### config.mk
export PLATFORM = sky130hd
export DESIGN_NAME = tnc2_rx_gate_filter
export DESIGN_NICKNAME = d
export VERILOG_FILES = /design/src/tnc2g_pkg.sv /design/src/tnc2g_prefix.sv /design/src/tnc2g_parser.sv /design/src/tnc2_rx_gate_filter.sv
export SDC_FILE = /design/constraint.sdc
export NUM_CORES = 1
export LEC_CHECK = 0
export BUFFER_PORTS_ARGS = -buffer_cell sky130_fd_sc_hd__buf_2
export CAP_MARGIN = 20
export CORE_MARGIN = 2
export CORE_UTILIZATION = 50
export DETAILED_ROUTE_END_ITERATION = 8
export PLACE_DENSITY_LB_ADDON = 0.08
export SLEW_MARGIN = 30
export SYNTH_ARGS = -nofsm -noshare
export SYNTH_HDL_FRONTEND = slang
export SYNTH_SLANG_ARGS = --single-unit
export TNS_END_PERCENT = 30
### constraint.sdc
create_clock -name clk -period 4.9 [get_ports clk]
set_input_delay 0 -clock clk [delete_from_list [all_inputs] [get_ports clk]]
set_output_delay 0 -clock clk [all_outputs]
set_load 0.01 [all_outputs]
### src/tnc2g_pkg.sv
package tnc2g_pkg;

	localparam int DEF_MAX_FRAME_BYTES = 1024;

	localparam int OUT_W = 10;
	localparam int OUT_MAX = 1023;

	localparam logic [3:0] V_ACCEPT    = 4'd0;
	localparam logic [3:0] V_BAD_SRC   = 4'd1;
	localparam logic [3:0] V_FORB_SRC  = 4'd2;
	localparam logic [3:0] V_NO_GT     = 4'd3;
	localparam logic [3:0] V_BAD_DST   = 4'd4;
	localparam logic [3:0] V_FORB_DST  = 4'd5;
	localparam logic [3:0] V_VIA_SEP   = 4'd6;
	localparam logic [3:0] V_BAD_VIA   = 4'd7;
	localparam logic [3:0] V_FORB_VIA  = 4'd8;
	localparam logic [3:0] V_QUERY     = 4'd9;
	localparam logic [3:0] V_OVERLONG  = 4'd10;

	localparam logic [2:0] PH_SRC  = 3'd0;
	localparam logic [2:0] PH_DST  = 3'd1;
	localparam logic [2:0] PH_VIA  = 3'd2;
	localparam logic [2:0] PH_PAY0 = 3'd3;
	localparam logic [2:0] PH_PAY1 = 3'd4;

	localparam logic [2:0] CS_BODY  = 3'd0;
	localparam logic [2:0] CS_DASH  = 3'd1;
	localparam logic [2:0] CS_DIG1  = 3'd2;
	localparam logic [2:0] CS_DIG2  = 3'd3;
	localparam logic [2:0] CS_STAR  = 3'd4;

	localparam int NUM_WORDS = 9;

	localparam logic [NUM_WORDS-1:0] MASK_SRC = 9'h07F;
	localparam logic [NUM_WORDS-1:0] MASK_DST = 9'h1F8;
	localparam logic [NUM_WORDS-1:0] MASK_VIA = 9'h198;

	typedef logic [5:0][7:0] prefix_t;

	// Element 0 of each entry holds the first character.
	localparam prefix_t WORDS [NUM_WORDS] = '{
		{8'd0, 8'd0, "E", "D", "I", "W"},
		{8'd0, "Y", "A", "L", "E", "R"},
		{8'd0, "E", "C", "A", "R", "T"},
		{8'd0, "P", "I", "P", "C", "T"},
		{8'd0, "X", "X", "P", "C", "T"},
		{"L", "L", "A", "C", "0", "N"},
		{"L", "L", "A", "C", "O", "N"},
		{"E", "T", "A", "G", "O", "N"},
		{"Y", "L", "N", "O", "F", "R"}
	};

	localparam logic [2:0] WORD_LEN [NUM_WORDS] = '{
		3'd4, 3'd5, 3'd5, 3'd5, 3'd5, 3'd6, 3'd6, 3'd6, 3'd6
	};

	typedef struct packed {
		logic [3:0]       verdict;
		logic [OUT_W-1:0] header_length;
		logic [OUT_W-1:0] payload_offset;
		logic [3:0]       levels;
	} result_t;

endpackage

### src/tnc2g_prefix.sv
module tnc2g_prefix (
	input  tnc2g_pkg::prefix_t                  field_prefix,
	input  logic [2:0]                          char_count,
	input  logic [tnc2g_pkg::NUM_WORDS-1:0]     mask,
	output logic                                hit
);

	always_comb begin
		logic same;
		hit = 1'b0;
		for (int i = 0; i < tnc2g_pkg::NUM_WORDS; i++) begin
			same = (char_count >= tnc2g_pkg::WORD_LEN[i]);
			for (int j = 0; j < 6; j++) begin
				if ((3'(j) < tnc2g_pkg::WORD_LEN[i]) &&
				    (field_prefix[j] != tnc2g_pkg::WORDS[i][j])) begin
					same = 1'b0;
				end
			end
			if (mask[i] && same) begin
				hit = 1'b1;
			end
		end
	end

endmodule

### src/tnc2g_parser.sv
module tnc2g_parser #(
	parameter int MAX_FRAME_BYTES = tnc2g_pkg::DEF_MAX_FRAME_BYTES
) (
	input  logic                clk,
	input  logic                arst_n,
	input  logic                step,
	input  logic [7:0]          frame_byte,
	input  logic                last_byte,
	output tnc2g_pkg::result_t  result
);

	localparam int PW = $clog2(MAX_FRAME_BYTES + 1);
	localparam int EW = (PW + 1 > tnc2g_pkg::OUT_W) ? PW + 1 : tnc2g_pkg::OUT_W;

	logic [2:0]          phase_q, phase_d;
	logic [2:0]          sub_q, sub_d;
	tnc2g_pkg::prefix_t  prefix_q, prefix_d;
	logic [2:0]          count_q, count_d;
	logic [PW-1:0]       pos_q, pos_d;
	logic [PW-1:0]       inner_q, inner_d;
	logic [PW-1:0]       colon_q, colon_d;
	logic [3:0]          pend_q, pend_d;
	logic [3:0]          unwrap_q, unwrap_d;

	logic [tnc2g_pkg::NUM_WORDS-1:0] mask;
	logic                            hit;

	always_comb begin
		unique case (phase_q)
			tnc2g_pkg::PH_SRC: mask = tnc2g_pkg::MASK_SRC;
			tnc2g_pkg::PH_DST: mask = tnc2g_pkg::MASK_DST;
			default:           mask = tnc2g_pkg::MASK_VIA;
		endcase
	end

	tnc2g_prefix u_prefix (
		.field_prefix (prefix_q),
		.char_count   (count_q),
		.mask         (mask),
		.hit          (hit)
	);

	always_comb begin
		logic       digit;
		logic       alnum;
		logic       do_end;
		logic       empty;
		logic       term;
		logic       begin_fld;
		logic [3:0] fin;
		logic [EW-1:0] hl_w;
		logic [EW-1:0] po_w;

		phase_d   = phase_q;
		sub_d     = sub_q;
		prefix_d  = prefix_q;
		count_d   = count_q;
		inner_d   = inner_q;
		colon_d   = colon_q;
		pend_d    = pend_q;
		unwrap_d  = unwrap_q;
		do_end    = 1'b0;
		empty     = 1'b0;
		begin_fld = 1'b0;

		digit = (frame_byte >= "0") && (frame_byte <= "9");
		alnum = digit || ((frame_byte >= "A") && (frame_byte <= "Z"));
		term  = (frame_byte == ">") || (frame_byte == ",") || (frame_byte == ":");

		if (pos_q >= PW'(MAX_FRAME_BYTES)) begin
			pend_d = tnc2g_pkg::V_OVERLONG;
		end else if (pend_q == tnc2g_pkg::V_ACCEPT) begin
			if (phase_q <= tnc2g_pkg::PH_VIA) begin
				unique case (sub_q)
					tnc2g_pkg::CS_BODY: begin
						if (alnum) begin
							if (count_q < 3'd6) begin
								prefix_d[count_q] = frame_byte;
							end
							if (count_q < 3'd7) begin
								count_d = count_q + 3'd1;
							end
						end else if (frame_byte == "-") begin
							sub_d = tnc2g_pkg::CS_DASH;
						end else if (frame_byte == "*") begin
							sub_d = tnc2g_pkg::CS_STAR;
						end else begin
							do_end = 1'b1;
							empty  = (count_q == 3'd0);
						end
					end
					tnc2g_pkg::CS_DASH: begin
						if ((frame_byte >= "1") && (frame_byte <= "9")) begin
							sub_d = tnc2g_pkg::CS_DIG1;
						end else if (frame_byte == "0") begin
							sub_d = tnc2g_pkg::CS_DIG2;
						end else if (frame_byte == "*") begin
							sub_d = tnc2g_pkg::CS_STAR;
						end else begin
							do_end = 1'b1;
						end
					end
					tnc2g_pkg::CS_DIG1: begin
						if (digit) begin
							sub_d = tnc2g_pkg::CS_DIG2;
						end else if (frame_byte == "*") begin
							sub_d = tnc2g_pkg::CS_STAR;
						end else begin
							do_end = 1'b1;
						end
					end
					tnc2g_pkg::CS_DIG2: begin
						if (frame_byte == "*") begin
							sub_d = tnc2g_pkg::CS_STAR;
						end else begin
							do_end = 1'b1;
						end
					end
					default: begin
						do_end = 1'b1;
					end
				endcase

				if (do_end) begin
					priority if (empty || !term) begin
						pend_d = (phase_q == tnc2g_pkg::PH_SRC) ? tnc2g_pkg::V_BAD_SRC :
						         (phase_q == tnc2g_pkg::PH_DST) ? tnc2g_pkg::V_BAD_DST :
						                                          tnc2g_pkg::V_BAD_VIA;
					end else if (hit) begin
						pend_d = (phase_q == tnc2g_pkg::PH_SRC) ? tnc2g_pkg::V_FORB_SRC :
						         (phase_q == tnc2g_pkg::PH_DST) ? tnc2g_pkg::V_FORB_DST :
						                                          tnc2g_pkg::V_FORB_VIA;
					end else if (phase_q == tnc2g_pkg::PH_SRC) begin
						if (frame_byte == ">") begin
							phase_d   = tnc2g_pkg::PH_DST;
							begin_fld = 1'b1;
						end else begin
							pend_d = tnc2g_pkg::V_NO_GT;
						end
					end else if (frame_byte == ":") begin
						colon_d = pos_q;
						phase_d = tnc2g_pkg::PH_PAY0;
					end else if (frame_byte == ",") begin
						phase_d   = tnc2g_pkg::PH_VIA;
						begin_fld = 1'b1;
					end else begin
						pend_d = tnc2g_pkg::V_VIA_SEP;
					end
				end
			end else if (phase_q == tnc2g_pkg::PH_PAY0) begin
				if (frame_byte == "?") begin
					pend_d = tnc2g_pkg::V_QUERY;
				end else if (frame_byte == "}") begin
					if (unwrap_q < 4'd15) begin
						unwrap_d = unwrap_q + 4'd1;
					end
					inner_d   = pos_q + PW'(1);
					phase_d   = tnc2g_pkg::PH_SRC;
					begin_fld = 1'b1;
				end else begin
					phase_d = tnc2g_pkg::PH_PAY1;
				end
			end
		end

		if (begin_fld) begin
			sub_d    = tnc2g_pkg::CS_BODY;
			count_d  = 3'd0;
			prefix_d = '0;
		end

		pos_d = (pos_q < PW'(MAX_FRAME_BYTES)) ? pos_q + PW'(1) : pos_q;

		fin = pend_d;
		if (pend_d == tnc2g_pkg::V_ACCEPT) begin
			if (phase_d == tnc2g_pkg::PH_SRC) begin
				fin = tnc2g_pkg::V_BAD_SRC;
			end else if (phase_d == tnc2g_pkg::PH_DST) begin
				fin = tnc2g_pkg::V_BAD_DST;
			end else if (phase_d == tnc2g_pkg::PH_VIA) begin
				fin = tnc2g_pkg::V_BAD_VIA;
			end
		end

		hl_w = EW'(colon_d) - EW'(inner_d);
		po_w = EW'(colon_d) + EW'(1);

		result.verdict = fin;
		result.levels  = unwrap_d;
		if (fin == tnc2g_pkg::V_ACCEPT) begin
			result.header_length  = (hl_w > EW'(tnc2g_pkg::OUT_MAX)) ?
				tnc2g_pkg::OUT_W'(tnc2g_pkg::OUT_MAX) : hl_w[tnc2g_pkg::OUT_W-1:0];
			result.payload_offset = (po_w > EW'(tnc2g_pkg::OUT_MAX)) ?
				tnc2g_pkg::OUT_W'(tnc2g_pkg::OUT_MAX) : po_w[tnc2g_pkg::OUT_W-1:0];
		end else begin
			result.header_length  = '0;
			result.payload_offset = '0;
		end
	end

	always_ff @(posedge clk or negedge arst_n) begin
		if (!arst_n) begin
			phase_q  <= tnc2g_pkg::PH_SRC;
			sub_q    <= tnc2g_pkg::CS_BODY;
			prefix_q <= '0;
			count_q  <= '0;
			pos_q    <= '0;
			inner_q  <= '0;
			colon_q  <= '0;
			pend_q   <= tnc2g_pkg::V_ACCEPT;
			unwrap_q <= '0;
		end else if (step) begin
			if (last_byte) begin
				phase_q  <= tnc2g_pkg::PH_SRC;
				sub_q    <= tnc2g_pkg::CS_BODY;
				prefix_q <= '0;
				count_q  <= '0;
				pos_q    <= '0;
				inner_q  <= '0;
				colon_q  <= '0;
				pend_q   <= tnc2g_pkg::V_ACCEPT;
				unwrap_q <= '0;
			end else begin
				phase_q  <= phase_d;
				sub_q    <= sub_d;
				prefix_q <= prefix_d;
				count_q  <= count_d;
				pos_q    <= pos_d;
				inner_q  <= inner_d;
				colon_q  <= colon_d;
				pend_q   <= pend_d;
				unwrap_q <= unwrap_d;
			end
		end
	end

endmodule

### src/tnc2_rx_gate_filter.sv
// Receive-gate filter for TNC2 text packets. Bytes of one packet enter on the
// slave stream, one word per byte with tlast on the final byte, and the block
// parses SOURCE>DEST,VIA...:payload as they arrive, unwrapping third-party
// packets that begin with a brace. Exactly one result word leaves for each
// packet, carrying the verdict, the header length, the payload offset and the
// unwrap count. The block takes one byte per clock cycle except while a last
// byte waits; the per-byte parser update sits between the input register and
// the result register, which loads the result as the last byte is consumed.
// Only a last byte can wait in the input register, and only while the
// previous result has not been taken.
module tnc2_rx_gate_filter #(
	parameter int MAX_FRAME_BYTES = tnc2g_pkg::DEF_MAX_FRAME_BYTES
) (
	input  logic        clk,
	input  logic        arst_n,
	input  logic        s_tvalid,
	output logic        s_tready,
	input  logic [7:0]  s_tdata,  // [7:0] frame_byte
	input  logic        s_tlast,  // last_byte
	output logic        m_tvalid,
	input  logic        m_tready,
	output logic [31:0] m_tdata   // [3:0] verdict, [13:4] header_length,
	                              // [23:14] payload_offset, [27:24] third_party_levels
);

	logic               valid_s1;
	logic [7:0]         byte_s1;
	logic               last_s1;
	logic               consume;
	logic               out_free;
	logic               out_valid_q;
	tnc2g_pkg::result_t out_q;
	tnc2g_pkg::result_t result;

	assign out_free = !out_valid_q || m_tready;
	assign consume  = valid_s1 && (!last_s1 || out_free);
	assign s_tready = !valid_s1 || consume;

	always_ff @(posedge clk or negedge arst_n) begin
		if (!arst_n) begin
			valid_s1 <= 1'b0;
		end else if (s_tvalid && s_tready) begin
			valid_s1 <= 1'b1;
		end else if (consume) begin
			valid_s1 <= 1'b0;
		end
	end

	always_ff @(posedge clk) begin
		if (s_tvalid && s_tready) begin
			byte_s1 <= s_tdata;
			last_s1 <= s_tlast;
		end
	end

	tnc2g_parser #(
		.MAX_FRAME_BYTES (MAX_FRAME_BYTES)
	) u_parser (
		.clk        (clk),
		.arst_n     (arst_n),
		.step       (consume),
		.frame_byte (byte_s1),
		.last_byte  (last_s1),
		.result     (result)
	);

	always_ff @(posedge clk or negedge arst_n) begin
		if (!arst_n) begin
			out_valid_q <= 1'b0;
		end else if (consume && last_s1) begin
			out_valid_q <= 1'b1;
		end else if (m_tready) begin
			out_valid_q <= 1'b0;
		end
	end

	always_ff @(posedge clk) begin
		if (consume && last_s1) begin
			out_q <= result;
		end
	end

	assign m_tvalid = out_valid_q;
	assign m_tdata  = {4'd0, out_q.levels, out_q.payload_offset, out_q.header_length,
		out_q.verdict};

`ifndef SYNTHESIS
	a_stall_only_on_last: assert property (@(posedge clk) disable iff (!arst_n)
		valid_s1 && !s_tready |-> last_s1 && out_valid_q && !m_tready)
		else $error("input register stalled without a waiting result");

	a_result_from_last: assert property (@(posedge clk) disable iff (!arst_n)
		$rose(m_tvalid) |-> $past(valid_s1 && last_s1))
		else $error("result appeared without a last byte");

	a_reject_zero_offsets: assert property (@(posedge clk) disable iff (!arst_n)
		m_tvalid && (out_q.verdict != tnc2g_pkg::V_ACCEPT) |->
		(out_q.header_length == '0) && (out_q.payload_offset == '0))
		else $error("rejected packet carries offsets");

	a_accept_order: assert property (@(posedge clk) disable iff (!arst_n)
		m_tvalid && (out_q.verdict == tnc2g_pkg::V_ACCEPT) |->
		(out_q.header_length <= out_q.payload_offset) && (out_q.payload_offset != '0))
		else $error("accepted header length exceeds payload offset");

	a_verdict_range: assert property (@(posedge clk) disable iff (!arst_n)
		m_tvalid |-> out_q.verdict <= tnc2g_pkg::V_OVERLONG)
		else $error("verdict code out of range");
`endif

endmodule

Word level (Yosys, flattened, before mapping)
Index checks and enable logic that the tools add are counted.
{"block": "word_totals", "output_inout_bits": 34, "inputBits": 13, "reg_bits": 137, "word_cells": 322}
{"block": "classes", "muxes": 179, "n_eq_ne": 50, "add_sub_neg": 5, "reduce_logical": 48, "n_lt_le_gt_ge": 18}
{"cell": "$mux 48", "n": 8}
{"cell": "$ne 8x7->1 const B", "n": 32}
{"cell": "$mux 11", "n": 18}
{"cell": "$mux 4", "n": 28}
{"cell": "$mux 3", "n": 33}
{"cell": "$mux 1", "n": 83}
{"cell": "$eq 8x6->1 const B", "n": 7}
{"cell": "$bwmux 48", "n": 1}
{"cell": "$demux 8 s3", "n": 1}
{"cell": "$gt 12x10->1 const B", "n": 2}
{"cell": "$mux 10", "n": 2}
{"cell": "$pmux 9 s2", "n": 1}
{"cell": "$reduce_bool 3->1", "n": 6}
{"cell": "$ge 8x6->1 const B", "n": 2}
{"cell": "$logic_and 1x1->1", "n": 16}
{"cell": "$reduce_and 7->1", "n": 2}
{"cell": "$add 11x1->12 const B", "n": 1}
{"cell": "$eq 3x2->1 const B", "n": 4}
{"cell": "$logic_not 3->1", "n": 4}
{"cell": "$logic_not 4->1", "n": 3}
{"cell": "$pmux 3 s4", "n": 1}
{"cell": "$sub 11x11->12", "n": 1}
{"cell": "$add 11x1->11 const B", "n": 1}
{"cell": "$ge 11x11->1 const B", "n": 1}
{"cell": "26 further kinds", "n": 42}

Longest topological paths before layout
{"block": "logic_depth", "ltp_word": 27, "depth_mapped": 24, "depth_no_buf": 21}

By module
Synthesis repeated with hierarchy kept, for this count alone.
{"block": "unflattened", "cells_unflattened": 842, "area_unflattened_um2": 8086.5}
{"mod": "tnc2g_parser", "seq_area_each_um2": 2452.4, "instances": 1, "cells_per_inst": 710, "area_per_inst_um2": 6256.0}
{"mod": "tnc2_rx_gate_filter", "seq_area_each_um2": 1161.1, "instances": 1, "cells_per_inst": 52, "area_per_inst_um2": 1262.5}
{"mod": "tnc2g_prefix", "seq_area_each_um2": 0.0, "instances": 1, "cells_per_inst": 80, "area_per_inst_um2": 568.0}

Least setup slack after synthesis
No wires, ideal clock.
{"block": "synth_timing", "path_type": "reg2reg", "from": "register u_parser.pend_q[1]", "to": "register out_q (netlist bit m_tdata[10]) (data pin)", "arrival_time_ps": 4707, "slack_ps": -83, "path_buffers": 2, "stages_incl_launch_ff": 22, "setup_time_ps": 276, "period_less_slack_ps": 4983, "required_time_ps": 4624, "path_cell_list": "dfrtp_1 -> or4_1 -> nor2_2 -> and3_1 -> o2111ai_1 -> nor3_2 -> buf_4 -> buf_6 -> mux2_2 -> inv_1 -> ha_1 -> inv_1 -> fa_1 -> a21o_1 -> a21oi_1 -> o21bai_1 -> a21oi_1 -> o21bai_1 -> a41o_1 -> mux2_2 -> nand3_1 -> a211oi_2"}
{"block": "synth_between", "elab_chain_len": 14, "elab_cells_between_ends": 31, "cone_classes": "1 x add/sub; 1 x order compare; 2 x eq/ne; 23 x mux; 4 x reduce/logical"}
{"element": "start: declaration", "line": "tnc2g_parser.sv:22", "text": "logic [3:0] pend_q, pend_d;"}
{"element": "start signal: assignment", "line": "tnc2g_parser.sv:210", "text": "pend_q <= tnc2g_pkg::V_ACCEPT;"}
{"element": "start signal: assignment", "line": "tnc2g_parser.sv:221", "text": "pend_q <= tnc2g_pkg::V_ACCEPT;"}
{"element": "start signal: assignment", "line": "tnc2g_parser.sv:231", "text": "pend_q <= pend_d;"}
{"element": "branches (longest 14 deep; another with $sub 11x11->12)"}
{"element": "end signal: assignment", "line": "tnc2_rx_gate_filter.sv:79", "text": "out_q <= result;"}
{"element": "end: declaration", "line": "tnc2_rx_gate_filter.sv:32", "text": "tnc2g_pkg::result_t out_q;"}
Several ways; the timed one is not identified.
A chain may end at the register's enable or synchronous reset.

Worst setup path in the final report
{"block": "layout_timing", "from": "register byte_s1[7]", "to": "register out_q (netlist bit m_tdata[12]) (data pin)"}
{"block": "layout_between", "elab_chain_len": 20, "elab_cells_between_ends": 89, "cone_classes": "1 x add/sub; 6 x order compare; 10 x eq/ne; 61 x mux; 11 x reduce/logical"}
{"element": "start: declaration", "line": "tnc2_rx_gate_filter.sv:27", "text": "logic [7:0] byte_s1;"}
{"element": "start signal: assignment", "line": "tnc2_rx_gate_filter.sv:51", "text": "byte_s1 <= s_tdata;"}
{"element": "branches (longest 20 deep; another with $ge 8x6->1)"}
Several ways; the timed one is not identified. The select of a mux whose other input is x is not followed.

==> impl_metrics.ini <==
[routing]
post_drt_wl_per_cell_um = 19.52
drt_pass1_iterations = 5
viasPerCell = 5.976
drt-initial-drc-count = 651
ant_nets = 0
drc = 0
drt_wl_total_um = 23070
vias = 7064

[floorplanning]
core_um2 = 15890
io_pins = 47
chipHeight_um = 131.5
rows = 46
dieArea_um2 = 17290
start_util_pct = 51.17
die_w_um = 131.5

[yosys]
syn-cell-area_um2 = 8129
synthFlopType = dfrtp_1
ys_warn_count = 0
netlist.top_cell.by_area = dfrtp_1
synth.avg_cell_area_um2 = 9.430
synth_edf_count = 37
synthCells = 862
ys_ff_latch = 137
synth_area_leaders = dfrtp_1 (31%), edfxtp_1 (14%), o21ai_0 (6.6%), nand2_1 (6.1%), a211oi_2 (2.9%)
ys_async_sr_fraction_pct = 72.99
yosys.cell_types.count = 83
seq_area_frac_synth_pct = 44.45
netlist.area_leader.share_pct = 30.78

[timing]
fmaxAchievable_ghz = 0.2136
final_min_period_over_clock_period_pct = 95.53
min_period_ns = 4.681
timing.hold.ws_ns = 0.1731
rsz0062_at_grt = no
worst_pin_slew_ns = 0.7757
hold_viol_final = 0
finalSetupViolations = 0
finalMaxSlewViolations = 0
skew_ns = 0.009059
maxSlewHeadroom_pct = 47.94

[placed_design]
portBuffers = 42
dp_cells = 1128
gp_congestion = 0.9838
dp_hpwl_um = 17030

[power]
ir_drop_v = 0.0003404
power_leakage_nw = 3.950
powerDensity_nw_per_um2 = 296.0

[clock_tree]
clockRootBuffer = clkbuf_16
cts.sinks = 137
clock_latency_ns = 0.43
clockBufferDepth = 2
cts_buffers = 17
cts.clk_slew.worst_paths_ns = 0.06
cts_tree = yes
h-tree-depth = 4

[critical_path]
cp-end-kind = flip-flop
crit_buf_inv = 3
cp-start-kind = flip-flop
cp_slowest_cell = edfxtp_1
criticalPathCategory = reg2reg
cp.arrival_ns = 4.94
worstPathCellList = and4bb_2 -> nand2_1 -> nand4_1 -> o2111ai_2 -> nor3_4 -> mux2_4 -> inv_1 -> ha_1 -> inv_1 -> fa_2 -> a21o_1 -> a21oi_2 -> o21bai_1 -> a21oi_2 -> o21bai_1 -> a41o_1 -> mux2_2 -> nand3_2 -> buf_6 -> a211oi_4
crit_fanout = 7
critPathRequiredTime_ns = 5.16
crit_family = compound AO/OA/AOI/OAI gates
slowest_delay_ns = 0.50

[hold_path]
worstHoldPathType = in2async

[final_layout]
layout.cells.non_filler = 1182
syn2layout_area_growth_pct = 19.10
drive_gt1_share_pct = 20.29
final_core_util_pct = 60.95
nets = 985
n_antenna_cell = 0

[global_route]
grt_pass1_wl_um = 37070
grt_max_degree = 57
gr-total-overflow = 0
antenna_found_initial = 1
grt_usage_pct = 27.31
grt_pass1_vias = 6603

[run]
maxCapViolCount = 0

[status]
status = finished, final reports clean
path summary, 6_finish.rpt:
kind                       cells past startpoint  slack, ns               endpoint                 start
min in group clk                               2       0.28             byte_s1[0]            s_tdata[0]
hold reg to reg                                2       0.49   u_parser.inner_q[10]  u_parser.inner_q[10]
max in group asynchronous                      3       3.65   u_parser.colon_q[10]                arst_n
setup reg to reg                              20       0.22            m_tdata[12]            byte_s1[7]
setup / recovery                              20       0.22            m_tdata[12]            byte_s1[7]
hold / removal                                 2       0.17  u_parser.prefix_q[13]                arst_n
sequential cells by signal (all words and copies together) (netlist names):
register,flops
u_parser.sub_q,3
m_tvalid,1
u_parser.pos_q,11
u_parser.prefix_q,48
valid_s1,1
last_s1,1
u_parser.count_q,3
u_parser.unwrap_q,4
u_parser.inner_q,11
u_parser.colon_q,11
u_parser.phase_q,3
u_parser.pend_q,4
m_tdata,28
byte_s1,8
what timing repair did:
item / in CTS / in global routing
hold buffers: 13 / 0
hold endpoints to repair: 66 / 0
gates resized for setup: 1 / 25
buffers inserted: 0 / 9
setup endpoints to repair: 7 / 10
pin swaps: 0 / 10
worst register-to-register path, delay by kind of cell (launching register included):
kind / cells / cell delay [ns]
AO/OA/AOI/OAI: 8 / 1.38
AND/OR/NAND/NOR: 5 / 1.21
multiplexers: 2 / 0.60
buffers and inverters: 3 / 0.30
adder cells (fa/ha/maj): 2 / 0.52
flip-flops: 1 / 0.50
report_power, final:
group          internal [mW]  switching (mW)
Clock                  0.798           0.491
Sequential              1.21          0.0405
Combinational          0.109           0.218
Total                   2.12           0.749
Yosys cell counts, types with 6 or more instances:
| library cell | count |
|---|---|
| nor3_1 | 12 |
| a21oi_1 | 31 |
| clkbuf_1 | 17 |
| xor2_1 | 11 |
| dfrtp_1 | 100 |
| and2_1 | 14 |
| a22o_1 | 8 |
| and3_1 | 12 |
| nor4_1 | 8 |
| nand2b_1 | 9 |
| nor2b_1 | 12 |
| edfxtp_1 | 37 |
| nand4b_1 | 8 |
| ha_1 | 18 |
| a31oi_1 | 12 |
| o21ai_1 | 9 |
| xnor2_1 | 14 |
| mux2i_1 | 10 |
| nand3_1 | 25 |
| nor2_1 | 54 |
| nand2_1 | 133 |
| buf_2 | 9 |
| nor3b_1 | 10 |
| o21ai_0 | 108 |
| nand4_1 | 14 |
| inv_1 | 26 |
| a211oi_2 | 19 |
| mux2_2 | 6 |
cell families after synthesis:
kind of cell	after synthesis	share of synthesized area, %
AO/OA/AOI/OAI	235	19.06
XOR/XNOR	25	2.694
adder cells (fa/ha/maj)	19	3.017
buffers and inverters	62	3.509
flip-flops	137	44.45
multiplexers	18	2.617
other	1	0.04613
AND/OR/NAND/NOR	365	24.61
cells in the final DEF, fill, tap and decap left out, types with 10 or more instances in the layout:
cell type      netlist  routed
o21ai_1              9      12
mux2i_1             10      10
nor2b_1             12      12
nand4_1             14      14
dfrtp_1            100     100
nand3_1             25      24
buf_4                5      48
nand2_1            133     133
nor2_1              54      54
a31oi_1             12      12
and3_1              12      11
o21ai_0            108     105
buf_2                9      41
nor3_1              12      12
inv_1               26      25
dlygate4sd3_1        0      13
clkbuf_16            0      17
xnor2_1             14      14
a21oi_1             31      29
and2_1              14      14
edfxtp_1            37      37
xor2_1              11      11
a211oi_2            19      18
ha_1                18      18
final cells by class:
class / count / area (um2)
clock inverters: 12 / 150.1
repair buffers: 105 / 738.2
multi-input cells: 666 / 4375
fillers: 1391 / 6203
well taps: 216 / 270.3
flip-flops and latches: 137 / 3613
clock buffers: 20 / 436.7
inverters: 26 / 97.59
routing by layer:
metal / share of wire (%) / track usage [%]
met2: 41 / 36.77
met5: 0 / 0
met1: 49 / 42.98
met3: 9.8 / 7.523
met4: 0.87 / 6.341
through the flow:
step           instance area, um2  total power [mW]  setup WS (ns)  setup TNS [ns]
3_3_place_gp                 8771             1.565        0.08998               0
4_1_cts                      9494             2.870       0.007610               0
6_report                     9682             2.865         0.2190               0
2_1_floorplan                8145             1.459        0.03552               0
5_1_grt                      9682             2.970       0.003421               0
3_5_place_dp                 8771             1.571       -0.06547         -0.2586
(Power assumes the default switching activity.)
